$ cat src/sv/bcdcal_pkg.sv
// Shared types, constants and BCD step functions for the calendar field editor.
// No dependencies.
`timescale 1ns / 1ps

package bcdcal_pkg;

    // Command codes carried in s_tuser
    typedef enum logic [3:0] {
        FUNC_LOAD       = 4'd0,
        FUNC_MIN_UP     = 4'd1,
        FUNC_MIN_DOWN   = 4'd2,
        FUNC_HOUR_UP    = 4'd3,
        FUNC_HOUR_DOWN  = 4'd4,
        FUNC_WDAY_UP    = 4'd5,
        FUNC_WDAY_DOWN  = 4'd6,
        FUNC_DATE_UP    = 4'd7,
        FUNC_DATE_DOWN  = 4'd8,
        FUNC_MONTH_UP   = 4'd9,
        FUNC_MONTH_DOWN = 4'd10,
        FUNC_YEAR_UP    = 4'd11,
        FUNC_YEAR_DOWN  = 4'd12,
        FUNC_CLAMP      = 4'd13
    } func_t;

    // Calendar fields, minute in the lowest bits
    typedef struct packed {
        logic [7:0] year;
        logic [4:0] month;
        logic [5:0] date;
        logic [2:0] weekday;
        logic [5:0] hour;
        logic [6:0] minute;
    } cal_t;

    localparam int CAL_W    = $bits(cal_t);
    localparam int TDATA_W  = ((CAL_W + 7) / 8) * 8;
    localparam int TUSER_W  = 4;
    localparam int PAD_W    = TDATA_W - CAL_W;

    // Range limits in BCD
    localparam logic [7:0] BCD_MIN_TOP   = 8'h59;
    localparam logic [7:0] BCD_HOUR_TOP  = 8'h23;
    localparam logic [7:0] BCD_DATE_TOP  = 8'h31;
    localparam logic [7:0] BCD_MONTH_TOP = 8'h12;
    localparam logic [7:0] BCD_YEAR_TOP  = 8'h99;
    localparam logic [7:0] BCD_FEB_DAYS  = 8'h28;
    localparam logic [7:0] BCD_LEAP_DAYS = 8'h29;
    localparam logic [7:0] BCD_SHORT_DAYS = 8'h30;
    localparam logic [2:0] WDAY_TOP      = 3'd7;

    // One BCD count up; anything past 0x99 wraps to zero
    function automatic logic [7:0] bcd_up(input logic [7:0] v);
        logic [7:0] n;
        n = v + 8'd1;
        if (n > BCD_YEAR_TOP) begin
            n = 8'h00;
        end else if (n[3:0] > 4'd9) begin
            n = n + 8'd6;
        end
        return n;
    endfunction

    // One BCD count down; anything past 0x99, including the borrow from zero, gives 0x99
    function automatic logic [7:0] bcd_down(input logic [7:0] v);
        logic [7:0] n;
        n = v - 8'd1;
        if (n > BCD_YEAR_TOP) begin
            n = BCD_YEAR_TOP;
        end else if (n[3:0] > 4'd9) begin
            n = n - 8'd6;
        end
        return n;
    endfunction

endpackage

$ cat src/sv/bcdcal_update.sv
// Next-state logic for the calendar fields: load, BCD up/down steps and date clamp.
// Depends on bcdcal_pkg.
`timescale 1ns / 1ps

module bcdcal_update (
    input  bcdcal_pkg::func_t func,
    input  bcdcal_pkg::cal_t  cur,
    input  bcdcal_pkg::cal_t  load,
    output bcdcal_pkg::cal_t  nxt
);
    import bcdcal_pkg::*;

    logic [7:0] min_up, min_dn, hour_up, hour_dn, date_up, date_dn, mon_up, mon_dn;
    logic [7:0] days;
    logic       month_ok;
    logic       leap;
    logic [3:0] yr_tens, yr_ones;

    // Step each field on 8 bits
    assign min_up  = bcd_up({1'b0, cur.minute});
    assign min_dn  = bcd_down({1'b0, cur.minute});
    assign hour_up = bcd_up({2'b00, cur.hour});
    assign hour_dn = bcd_down({2'b00, cur.hour});
    assign date_up = bcd_up({2'b00, cur.date});
    assign date_dn = bcd_down({2'b00, cur.date});
    assign mon_up  = bcd_up({3'b000, cur.month});
    assign mon_dn  = bcd_down({3'b000, cur.month});

    // Leap test on the decimal year: (10*tens + ones) mod 4 == (2*tens + ones) mod 4
    assign yr_tens = cur.year[7:4];
    assign yr_ones = cur.year[3:0];
    assign leap    = !yr_ones[0] && (yr_ones[1] == yr_tens[0]);

    // Month length; months outside 01-09 and 10-12 leave the date alone
    always_comb begin
        month_ok = ((cur.month >= 5'h01) && (cur.month <= 5'h09)) ||
                   ((cur.month >= 5'h10) && (cur.month <= 5'h12));
        if (cur.month == 5'h02) begin
            days = leap ? BCD_LEAP_DAYS : BCD_FEB_DAYS;
        end else if ((cur.month == 5'h04) || (cur.month == 5'h06) ||
                     (cur.month == 5'h09) || (cur.month == 5'h11)) begin
            days = BCD_SHORT_DAYS;
        end else begin
            days = BCD_DATE_TOP;
        end
    end

    // Apply the command
    always_comb begin
        nxt = cur;
        unique case (func)
            FUNC_LOAD: begin
                nxt = load;
            end
            FUNC_MIN_UP: begin
                nxt.minute = (cur.minute == BCD_MIN_TOP[6:0]) ? 7'h00 : min_up[6:0];
            end
            FUNC_MIN_DOWN: begin
                nxt.minute = (cur.minute == 7'h00) ? BCD_MIN_TOP[6:0] : min_dn[6:0];
            end
            FUNC_HOUR_UP: begin
                nxt.hour = (cur.hour == BCD_HOUR_TOP[5:0]) ? 6'h00 : hour_up[5:0];
            end
            FUNC_HOUR_DOWN: begin
                nxt.hour = (cur.hour == 6'h00) ? BCD_HOUR_TOP[5:0] : hour_dn[5:0];
            end
            FUNC_WDAY_UP: begin
                nxt.weekday = (cur.weekday == WDAY_TOP) ? 3'd1 : cur.weekday + 3'd1;
            end
            FUNC_WDAY_DOWN: begin
                nxt.weekday = (cur.weekday == 3'd1) ? WDAY_TOP : cur.weekday - 3'd1;
            end
            FUNC_DATE_UP: begin
                nxt.date = (cur.date == BCD_DATE_TOP[5:0]) ? 6'h01 : date_up[5:0];
            end
            FUNC_DATE_DOWN: begin
                nxt.date = (cur.date == 6'h01) ? BCD_DATE_TOP[5:0] : date_dn[5:0];
            end
            FUNC_MONTH_UP: begin
                nxt.month = (cur.month == BCD_MONTH_TOP[4:0]) ? 5'h01 : mon_up[4:0];
            end
            FUNC_MONTH_DOWN: begin
                nxt.month = (cur.month == 5'h01) ? BCD_MONTH_TOP[4:0] : mon_dn[4:0];
            end
            FUNC_YEAR_UP: begin
                nxt.year = bcd_up(cur.year);
            end
            FUNC_YEAR_DOWN: begin
                nxt.year = bcd_down(cur.year);
            end
            FUNC_CLAMP: begin
                if (month_ok && ({2'b00, cur.date} > days)) begin
                    nxt.date = days[5:0];
                end
            end
            default: begin
                nxt = cur;
            end
        endcase
    end

endmodule

$ cat src/sv/bcd_calendar_field_editor.sv
// Top level of the BCD calendar field editor: input register, calendar state, result register.
// Depends on bcdcal_pkg and bcdcal_update.
//
//  channel | dir | tdata                          | tuser
//  s_      | in  | load_minute..load_year, 35 b   | func, 4 b
//  m_      | out | minute..year, 35 b             | none
//
// Items are accepted one per cycle while the result channel does not stall; each accepted item
// passes from the input register to the result register, where its result is taken on an edge
// with m_tready high. The command is applied combinationally between the input register and the
// result register, where the calendar state is updated as well.
// aresetn is synchronous: it empties both registers and sets the calendar to 00:00,
// weekday 1, date 01, month 01, year 00. A stalled result holds, the input register takes
// one more item behind it, and s_tready drops until the result is taken.
`timescale 1ns / 1ps

module bcd_calendar_field_editor (
    input  logic                          aclk,
    input  logic                          aresetn,
    input  logic                          s_tvalid,
    output logic                          s_tready,
    // load_minute[6:0], load_hour[12:7], load_weekday[15:13], load_date[21:16],
    // load_month[26:22], load_year[34:27], zero pad above
    input  logic [bcdcal_pkg::TDATA_W-1:0] s_tdata,
    // func[3:0]
    input  logic [bcdcal_pkg::TUSER_W-1:0] s_tuser,
    output logic                          m_tvalid,
    input  logic                          m_tready,
    // minute[6:0], hour[12:7], weekday[15:13], date[21:16], month[26:22], year[34:27],
    // zero pad above
    output logic [bcdcal_pkg::TDATA_W-1:0] m_tdata
);
    import bcdcal_pkg::*;

    localparam cal_t CAL_RESET = '{year: 8'h00, month: 5'h01, date: 6'h01,
                                   weekday: 3'd1, hour: 6'h00, minute: 7'h00};

    logic  in_valid_reg;
    func_t func_reg;
    cal_t  load_reg;
    cal_t  cal_reg, cal_next;
    logic  out_valid_reg;
    cal_t  out_reg;
    logic  advance;

    // Move the held item into the result register when that register is free or drains
    assign advance  = in_valid_reg && (!out_valid_reg || m_tready);
    assign s_tready = !in_valid_reg || advance;

    bcdcal_update u_update (
        .func (func_reg),
        .cur  (cal_reg),
        .load (load_reg),
        .nxt  (cal_next)
    );

    // Input register
    always_ff @(posedge aclk) begin
        if (!aresetn) begin
            in_valid_reg <= 1'b0;
        end else if (s_tready) begin
            in_valid_reg <= s_tvalid;
        end
        if (s_tvalid && s_tready) begin
            func_reg <= func_t'(s_tuser);
            load_reg <= s_tdata[CAL_W-1:0];
        end
    end

    // Calendar state and result register
    always_ff @(posedge aclk) begin
        if (!aresetn) begin
            cal_reg       <= CAL_RESET;
            out_valid_reg <= 1'b0;
        end else if (advance) begin
            cal_reg       <= cal_next;
            out_valid_reg <= 1'b1;
        end else if (m_tready) begin
            out_valid_reg <= 1'b0;
        end
        if (advance) begin
            out_reg <= cal_next;
        end
    end

    assign m_tvalid = out_valid_reg;
    assign m_tdata  = {{PAD_W{1'b0}}, out_reg};

endmodule

$ cat config.mk
export PLATFORM = sky130hd
export DESIGN_NAME = bcd_calendar_field_editor
export DESIGN_NICKNAME = d
export VERILOG_FILES = /design/src/sv/bcdcal_pkg.sv /design/src/sv/bcdcal_update.sv /design/src/sv/bcd_calendar_field_editor.sv
export SDC_FILE = /design/constraint.sdc
export NUM_CORES = 1
export LEC_CHECK = 0
export BUFFER_PORTS_ARGS = -buffer_cell sky130_fd_sc_hd__buf_2
export CAP_MARGIN = 0
export CORE_MARGIN = 4
export CORE_UTILIZATION = 60
export CTS_CLUSTER_SIZE = 16
export DETAILED_ROUTE_END_ITERATION = 12
export PLACE_DENSITY = 0.84
export SLEW_MARGIN = 20
export SYNTH_ARGS = -nofsm -noshare
export SYNTH_HDL_FRONTEND = slang
export SYNTH_SLANG_ARGS = --single-unit
$ cat constraint.sdc
create_clock -name aclk -period 5.8 [get_ports aclk]
set_clock_uncertainty 0.15 [all_clocks]
set_input_delay 0.87 -clock aclk [delete_from_list [all_inputs] [get_ports aclk]]
set_output_delay 0.87 -clock aclk [all_outputs]
set_load 0.1 [all_outputs]
==> results of run 1 <==
[layout by cell type (no fill, tap or decap), types with 11 or more instances in the layout]
cell                       Yosys  layout
sky130_fd_sc_hd__ha_1         43      43
sky130_fd_sc_hd__nor3_1       17      17
sky130_fd_sc_hd__nand2_1      64      64
sky130_fd_sc_hd__a31oi_1      19      19
sky130_fd_sc_hd__buf_2        19      79
sky130_fd_sc_hd__a21oi_1      65      65
sky130_fd_sc_hd__inv_1        36      35
sky130_fd_sc_hd__or2_2        11      11
sky130_fd_sc_hd__dfxtp_1      37      37
sky130_fd_sc_hd__nand2b_1     14      14
sky130_fd_sc_hd__edfxtp_1     74      74
sky130_fd_sc_hd__nand3_1      17      17
sky130_fd_sc_hd__nor2_1       82      82
sky130_fd_sc_hd__o21ai_0      64      64
sky130_fd_sc_hd__xnor2_1      33      33
sky130_fd_sc_hd__o21a_1       13      13
sky130_fd_sc_hd__xor2_1       15      15
[per-stage QoR]
step / worst slack [ns] / cells / utilization (%) / instance area, um^2
finish: 2.10 / 1108 / 67.4 / 8650
global placement: 2.25 / 1092 / 65.0 / 8340
global route: 1.79 / 1108 / 67.4 / 8650
floorplan: 2.57 / 903 / - / 7990
CTS: 2.15 / 1108 / 67.4 / 8650
detailed placement: 2.18 / 1092 / 65.0 / 8340
[worst paths after layout]
kind          startpoint           to  slack (ns)  depth (start not counted)
max          cal_reg[22]  cal_reg[19]        2.10                         11
min          cal_reg[14]  cal_reg[14]        0.37                          2
max reg2reg  cal_reg[22]  cal_reg[19]        2.10                         11
min reg2reg  cal_reg[14]  cal_reg[14]        0.37                          2
[kinds of logic after synthesis]
logic type,share of synthesized area [%]
buffers and inverters,5.57
other,0.0470
XOR/XNOR,5.27
AND/OR/NAND/NOR,18.2
AO/OA/AOI/OAI,26.0
multiplexers,1.02
adder cells (fa/ha/maj),6.75
flip-flops,37.1
[metal layers]
metal  vias to the layer above  wire length [um]  global-route usage (%)  part of all wire [%]
met3                        33              1750                    6.04                   8.7
li1                       3419                 -                       -                     -
met4                         0               345                    6.99                   1.7
met1                      3349              8560                    35.8                    43
met2                       317              9370                    43.6                    47
met5                         -                 0                       0                     0
[worst max-delay path, cell delays in order, from the launching register on]
cell                       delay [ns]
sky130_fd_sc_hd__dfxtp_1         0.63
sky130_fd_sc_hd__inv_1           0.25
sky130_fd_sc_hd__ha_1            0.33
sky130_fd_sc_hd__o211ai_1        0.20
sky130_fd_sc_hd__o221a_2         0.21
sky130_fd_sc_hd__ha_1            0.12
sky130_fd_sc_hd__or4b_1          0.44
sky130_fd_sc_hd__a21oi_1         0.18
sky130_fd_sc_hd__a211oi_1        0.10
sky130_fd_sc_hd__a211oi_1        0.65
sky130_fd_sc_hd__nor2_1          0.15
sky130_fd_sc_hd__o22ai_1         0.19
[area by class of cell]
cell class                 instances  area, um^2
clock inverter                     7        85.1
inverter                          37         139
tap                              172         215
clock buffer                       9         225
fill                            1071        4180
multi-input combinational        688        4590
timing repair buffer              84         433
sequential                       111        2960
[power by group]
part,internal [uW],switching [uW],total (uW)
Sequential,890,46.1,936
Clock,345,310,655
Combinational,133,305,438
Total,1370,661,2030
==> results.md, run 1 <==
- Resized Gates After CTS: 0
- WHS: 0.366 ns
- Drt wl/cell: 18.1 um
- Post-CTS setup buffers: 0
- First-pass GRT wire length: 32.2 mm
- Cell leakage power: 0.00325 uW
- Shortest period the worst path allows: 3.70 ns
- RSZ-0062 raised after global routing: false
- Total design power: 2030 uW
- GPL Wtd Cong: 0.915
- Period Utilization, post-route: 63.8%
- Cell with the most instances after synthesis: sky130_fd_sc_hd__nor2_1
- Critical path data arrival time: 3.83 ns
- Number of CTS-inserted buffers: 9
- Antenna-violating nets left: 0
- Synth Flop Type: sky130_fd_sc_hd__edfxtp_1
- Data required time at the worst endpoint: 5.94 ns
- Clock sinks: 111
- Max-slew violations: 0
- Least-Margin Pin Slew: 1.13 ns
- Pin count of the biggest net entering global routing: 40
- Synth-to-Final Area Change: 8.39%
- Highest ir drop seen on vdd: 0.204 mV
- Full die area: 15200 um^2
- Normalized max-slew margin: 23.6%
- Remaining routing DRC violations: 0
- Initial cell density of the core: 62.2%
- CP startpoint kind: flop
- Violation count after the first detailed-routing iteration: 788
- Count of final setup violators: 0
- Accumulated negative setup slack: 0 ns
- Number of antenna violations at the first check in global routing: 0
- Number of H-tree levels: 3
- Critical path class: flop to flop
- Max-capacitance violation count: 0
- Hold Vio Cnt, Final: 0
- EDFF count, synth: 74
- Chip Height: 123 um
- Number of library cell types mapped by synthesis: 83
- First-pass detailed-route iteration total: 5
- Async set or reset register ratio after synthesis: 0%
- Power Dens Cells: 235 nW/um^2
- Post-synthesis register bit count: 111
- Number of port buffers: 79
- CTS tree: done
- List of most frequent post-synthesis cells: sky130_fd_sc_hd__nor2_1, sky130_fd_sc_hd__edfxtp_1, sky130_fd_sc_hd__a21oi_1, sky130_fd_sc_hd__nand2_1, sky130_fd_sc_hd__o21ai_0
- Insertion delay to the later sink of the worst-skew pair: 0.37 ns
- Avg Cell Area, Syn: 8.87 um^2
- Outcome: completed
- Overall overflow remaining after global route: 0
- Hold bufs inserted after CTS: 0
- Die W: 123 um
- Rows: 41
- Synth area leader: sky130_fd_sc_hd__edfxtp_1
- Fraction of layout cells with a size suffix above 1: 14.2%
- Overall track demand over capacity in global routing: 26.6%
- Total half-perimeter wirelength after legalization and detailed placement: 13.7 mm
- Vias in the first global route: 6455
- Number of nets in the layout: 1022
- Proportion of netlist area held by the largest area contributor: 27.9%
- Cell area after synthesis: 7980 um^2
- Crit path capture type: flop
- Hold Crit Class: flop to flop
- Num ports: 90
- Yosys synthesis warning count: 0
- Root Buffer Master: sky130_fd_sc_hd__clkbuf_16
- Proportion of synthesized chip area in sequential cells: 37.1%
- Vias: 7118
- Maximum net fanout on the critical path: 14
- Largest buffer count on any clock path: 2
- Core area: 12800 um^2
- Dominant cells by area after synthesis: sky130_fd_sc_hd__edfxtp_1, sky130_fd_sc_hd__dfxtp_1, sky130_fd_sc_hd__ha_1
- Aggregate routed wire length: 20.0 mm
- Via density per instance: 6.42
- Fmax: 270 MHz
- Post-CTS clock slew at the launch and capture registers of the worst setup and hold paths: 0.08 ns
- Number of diodes: 0
- Synthesized netlist cell count: 899
Power figures use the tool's default switching activity.
==> run 2: changes to the inputs <==
- ABC_AREA: default -> 1
- CORE_UTILIZATION: 60 -> 54
- PLACE_DENSITY: 0.84 -> 0.81
- clock period: 5.8 -> 3.39 ns (I/O delays scaled with it)
==> run 2 against run 1 <==
- fmax grew 23%
- synthesized cell count is 9.6% higher
- clock-buffer cell count is 3 higher
- combinational power increased by 120%
- die area up 3.1%
- largest power group unchanged
- global-route usage fell by 3.9 points
- sequential cell count is the same
- synthesized area decreased by 7.0%
- non-clock buffer count stayed put
- core utilization is 5.5 points lower
- critical endpoint is now m_tdata[17]
- wire length decreased by 11%
==> results.md, run 2 <==
- Outcome: completed
- Post-synthesis mux area share: 0% (-1.0 points)
- Number of diodes: 0 (unchanged)
- Drt wl/cell: 14.4 um (-20%)
- WHS: 0.161 ns (-0.204 ns)
- Most common cell after layout, fill and taps aside: sky130_fd_sc_hd__nand2_1
- Total design power: 3770 uW (+86%)
- Combinational family with the most area after synthesis: simple AND/OR/NAND/NOR gates
- Remaining routing DRC violations: 0 (unchanged)
- Overall track demand over capacity in global routing: 22.7% (-3.9 points)
- Largest buffer count on any clock path: 2 (unchanged)
- Critical path class: flop to flop
- Hold EP: load_reg[6]
- Dpl ws: 0.417 ns (-1.77 ns)
- Pin count of the biggest net entering global routing: 64 (+60%)
- Vias: 6651 (-6.6%)
- Async set or reset register ratio after synthesis: 0% (unchanged)
- Vias in the first global route: 6249 (-3.2%)
- Critical path data arrival time: 2.97 ns (-0.86 ns)
- Avg Cell Area, Syn: 7.53 um^2 (-15%)
- Aggregate routed wire length: 17.7 mm (-11%)
- Data required time at the worst endpoint: 3.36 ns (-2.58 ns)
- Max-capacitance violation count: 0 (unchanged)
- Fin util: 61.9% (-5.5 points)
- Adder and majority gate portion of the synthesized area: 7.25% (+0.51 points)
- Setup slack after layout: 0.383 ns (-1.72 ns)
- Synth area leader: sky130_fd_sc_hd__edfxtp_1
- Overall overflow remaining after global route: 0 (unchanged)
- Core area: 13300 um^2 (+4.1%)
- Count of final setup violators: 0 (unchanged)
- Via density per instance: 5.39 (-16%)
- Number of CTS-inserted buffers: 9 (unchanged)
- Clock sinks: 111 (unchanged)
- Least-Margin Pin Slew: 0.528 ns (-0.603 ns)
- Cell area after synthesis: 7420 um^2 (-7.0%)
- Post-synthesis register bit count: 111 (unchanged)
- Synth Flop Type: sky130_fd_sc_hd__edfxtp_1
- Min-Delay Startpoint: s_tdata[6]
- Full die area: 15700 um^2 (+3.1%)
- Setup slack on the worst flop-to-flop path: 0.38 ns (-1.72 ns)
- First-pass detailed-route iteration total: 5 (unchanged)
- Num ports: 90 (unchanged)
- Hold Crit Class: primary input to flop
- Number of nets in the layout: 1144 (+12%)
- Shortest period the worst path allows: 3.01 ns (-0.691 ns)
- Chip Height: 125 um (+1.5%)
- Maximum net fanout on the critical path: 8 (-6)
- Normalized max-slew margin: 64.8% (+41 points)
- Hold Crit Depth: 1 (-1)
- Fraction of layout cells with a size suffix above 1: 14.7% (+0.54 points)
- Rows: 42 (+2.4%)
- Worst R2R End: m_tdata[17]
- Hold bufs inserted after CTS: 0 (unchanged)
- Hold Vio Cnt, Final: 0 (unchanged)
- Insertion delay to the later sink of the worst-skew pair: 0.37 ns (about the same)
- Accumulated negative setup slack: 0 ns (unchanged)
- Cell leakage power: 0.00399 uW (+23%)
- Total half-perimeter wirelength after legalization and detailed placement: 13.1 mm (-4.3%)
- Logic depth of the worst register-to-register path: 14 (+3)
- Number of H-tree levels: 3 (unchanged)
- Resized Gates After CTS: 0 (unchanged)
- Number of library cell types mapped by synthesis: 48 (-42%)
- RSZ-0062 raised after global routing: false
- Antenna-violating nets left: 0 (unchanged)
- Highest ir drop seen on vdd: 0.302 mV (+48%)
- Filler Cells Inserted: 1211 (+13%)
- Worst r2r src: cal_reg[22]
- Post-CTS setup buffers: 0 (unchanged)
- Number of antenna violations at the first check in global routing: 0 (unchanged)
- Fraction of the mapped netlist area in simple logic gates: 29.7% (+11 points)
- Fraction of the mapped netlist area in compound gates: 10.8% (-15 points)
- Root Buffer Master: sky130_fd_sc_hd__clkbuf_16
- Synth-to-Final Area Change: 11.4%
- Synthesized netlist cell count: 985 (+9.6%)
- EDFF count, synth: 74 (unchanged)
- Power Dens Cells: 456 nW/um^2 (+94%)
- Die W: 125 um (+1.5%)
- Period Utilization, post-route: 88.7% (+25 points)
- GPL Wtd Cong: 0.919 (+0.44%)
- Max-slew violations: 0 (unchanged)
- Initial cell density of the core: 55.6% (-6.6 points)
- Most frequent cells in the layout: sky130_fd_sc_hd__nand2_1, sky130_fd_sc_hd__inv_1, sky130_fd_sc_hd__nor2_1
- CP startpoint kind: flop
- Cell with the most instances after synthesis: sky130_fd_sc_hd__nand2_1
- Yosys synthesis warning count: 0 (unchanged)
- Crit path capture type: flop
- List of most frequent post-synthesis cells: sky130_fd_sc_hd__nand2_1, sky130_fd_sc_hd__inv_1, sky130_fd_sc_hd__nor2_1, sky130_fd_sc_hd__nand3_1, sky130_fd_sc_hd__edfxtp_1
- Post-CTS clock slew at the launch and capture registers of the worst setup and hold paths: 0.08 ns (about the same)
- Dominant cells by area after synthesis: sky130_fd_sc_hd__edfxtp_1, sky130_fd_sc_hd__nand2_1, sky130_fd_sc_hd__dfxtp_1
- CTS tree: done
- Proportion of netlist area held by the largest area contributor: 30.0% (+2.1 points)
- Proportion of synthesized chip area in sequential cells: 39.9% (+2.8 points)
- First-pass GRT wire length: 29.5 mm (-8.4%)
- Xor/xnor share of the synthesized area: 2.82% (-2.5 points)
- Violation count after the first detailed-routing iteration: 433 (-45%)
- Fmax: 333 MHz (+23%)
- Number of port buffers: 79 (unchanged)
run 2: cell types whose count changed in the layout (fill, tap and decap cells not counted), sizes merged, moves of 17 or more:
cell	previous run	this run
nand3	17	87
nand2	64	265
nand4	4	21
xnor2	33	4
a31oi	20	1
inv	40	143
run 2: cells by family (layout without fill, tap and decap cells):
logic type	after synthesis	count (layout)
simple gates	493	493
xor+xnor	23	23
compound gates	143	143
flops	111	111
buf+inv	171	240
other cells	1	5
fa+ha+maj	43	43
run 2: how the worst max path moves through the flow:
stage | start | to | slack (ns) | depth (start not counted)
final | cal_reg[22] | m_tdata[17] | 0.38 | 14
after detailed placement | cal_reg[22] | m_tdata[17] | 0.42 | 14
after global placement | cal_reg[22] | m_tdata[20] | 0.53 | 14
after global routing | cal_reg[22] | cal_reg[18] | 0.11 | 16
after floorplan | m_tvalid | func_reg[0] | 0.02 | 3
after CTS | cal_reg[22] | m_tdata[20] | 0.39 | 14
run 2: critical path, stage by stage (launching register included):
cell,delay [ns]
sky130_fd_sc_hd__dfxtp_1,0.39
sky130_fd_sc_hd__inv_1,0.20
sky130_fd_sc_hd__ha_1,0.28
sky130_fd_sc_hd__inv_1,0.06
sky130_fd_sc_hd__nor3_1,0.39
sky130_fd_sc_hd__a21oi_1,0.16
sky130_fd_sc_hd__ha_1,0.30
sky130_fd_sc_hd__nand4_1,0.09
sky130_fd_sc_hd__nand2_1,0.05
sky130_fd_sc_hd__a21oi_1,0.18
sky130_fd_sc_hd__nand2_1,0.12
sky130_fd_sc_hd__nand2_1,0.08
sky130_fd_sc_hd__nand2_1,0.13
sky130_fd_sc_hd__nand2_1,0.12
sky130_fd_sc_hd__nand2_1,0.07
run 2: report_power, final:
| part | leakage, uW | total (uW) | switching [uW] | internal, uW |
|---|---|---|---|---|
| Combinational | 0.00281 | 968 | 702 | 266 |
| Clock | 0.000164 | 1170 | 503 | 669 |
| Sequential | 0.00102 | 1630 | 83.2 | 1540 |
| Total | 0.00399 | 3770 | 1290 | 2480 |
run 2: final cells by class:
cell class                      count  area, um^2  area share (%)
Timing Repair Buffer               84         458            5.54
Sequential cell                   111        2960            35.9
Clock inverter                      4        53.8           0.651
Multi-Input combinational cell    707        3760            45.6
Inverter                          140         526            6.36
Tap cell                          176         220            2.66
Clock buffer                       12         279            3.38
run 2: metrics by stage:
step,cells,cell area [um^2]
CTS,1234,8260
global route,1234,8260
global placement,1218,7930
detailed placement,1218,7930
finish,1234,8260
floorplan,989,7430
run 2: metal layers:
metal  track usage (%)  wire length (um)  up-vias
met4              8.48               443        0
li1                  -                 -     3368
met1              29.1              7550     3026
met3              5.29              1190       41
met5                 0                 0        -
met2              37.7              8540      216
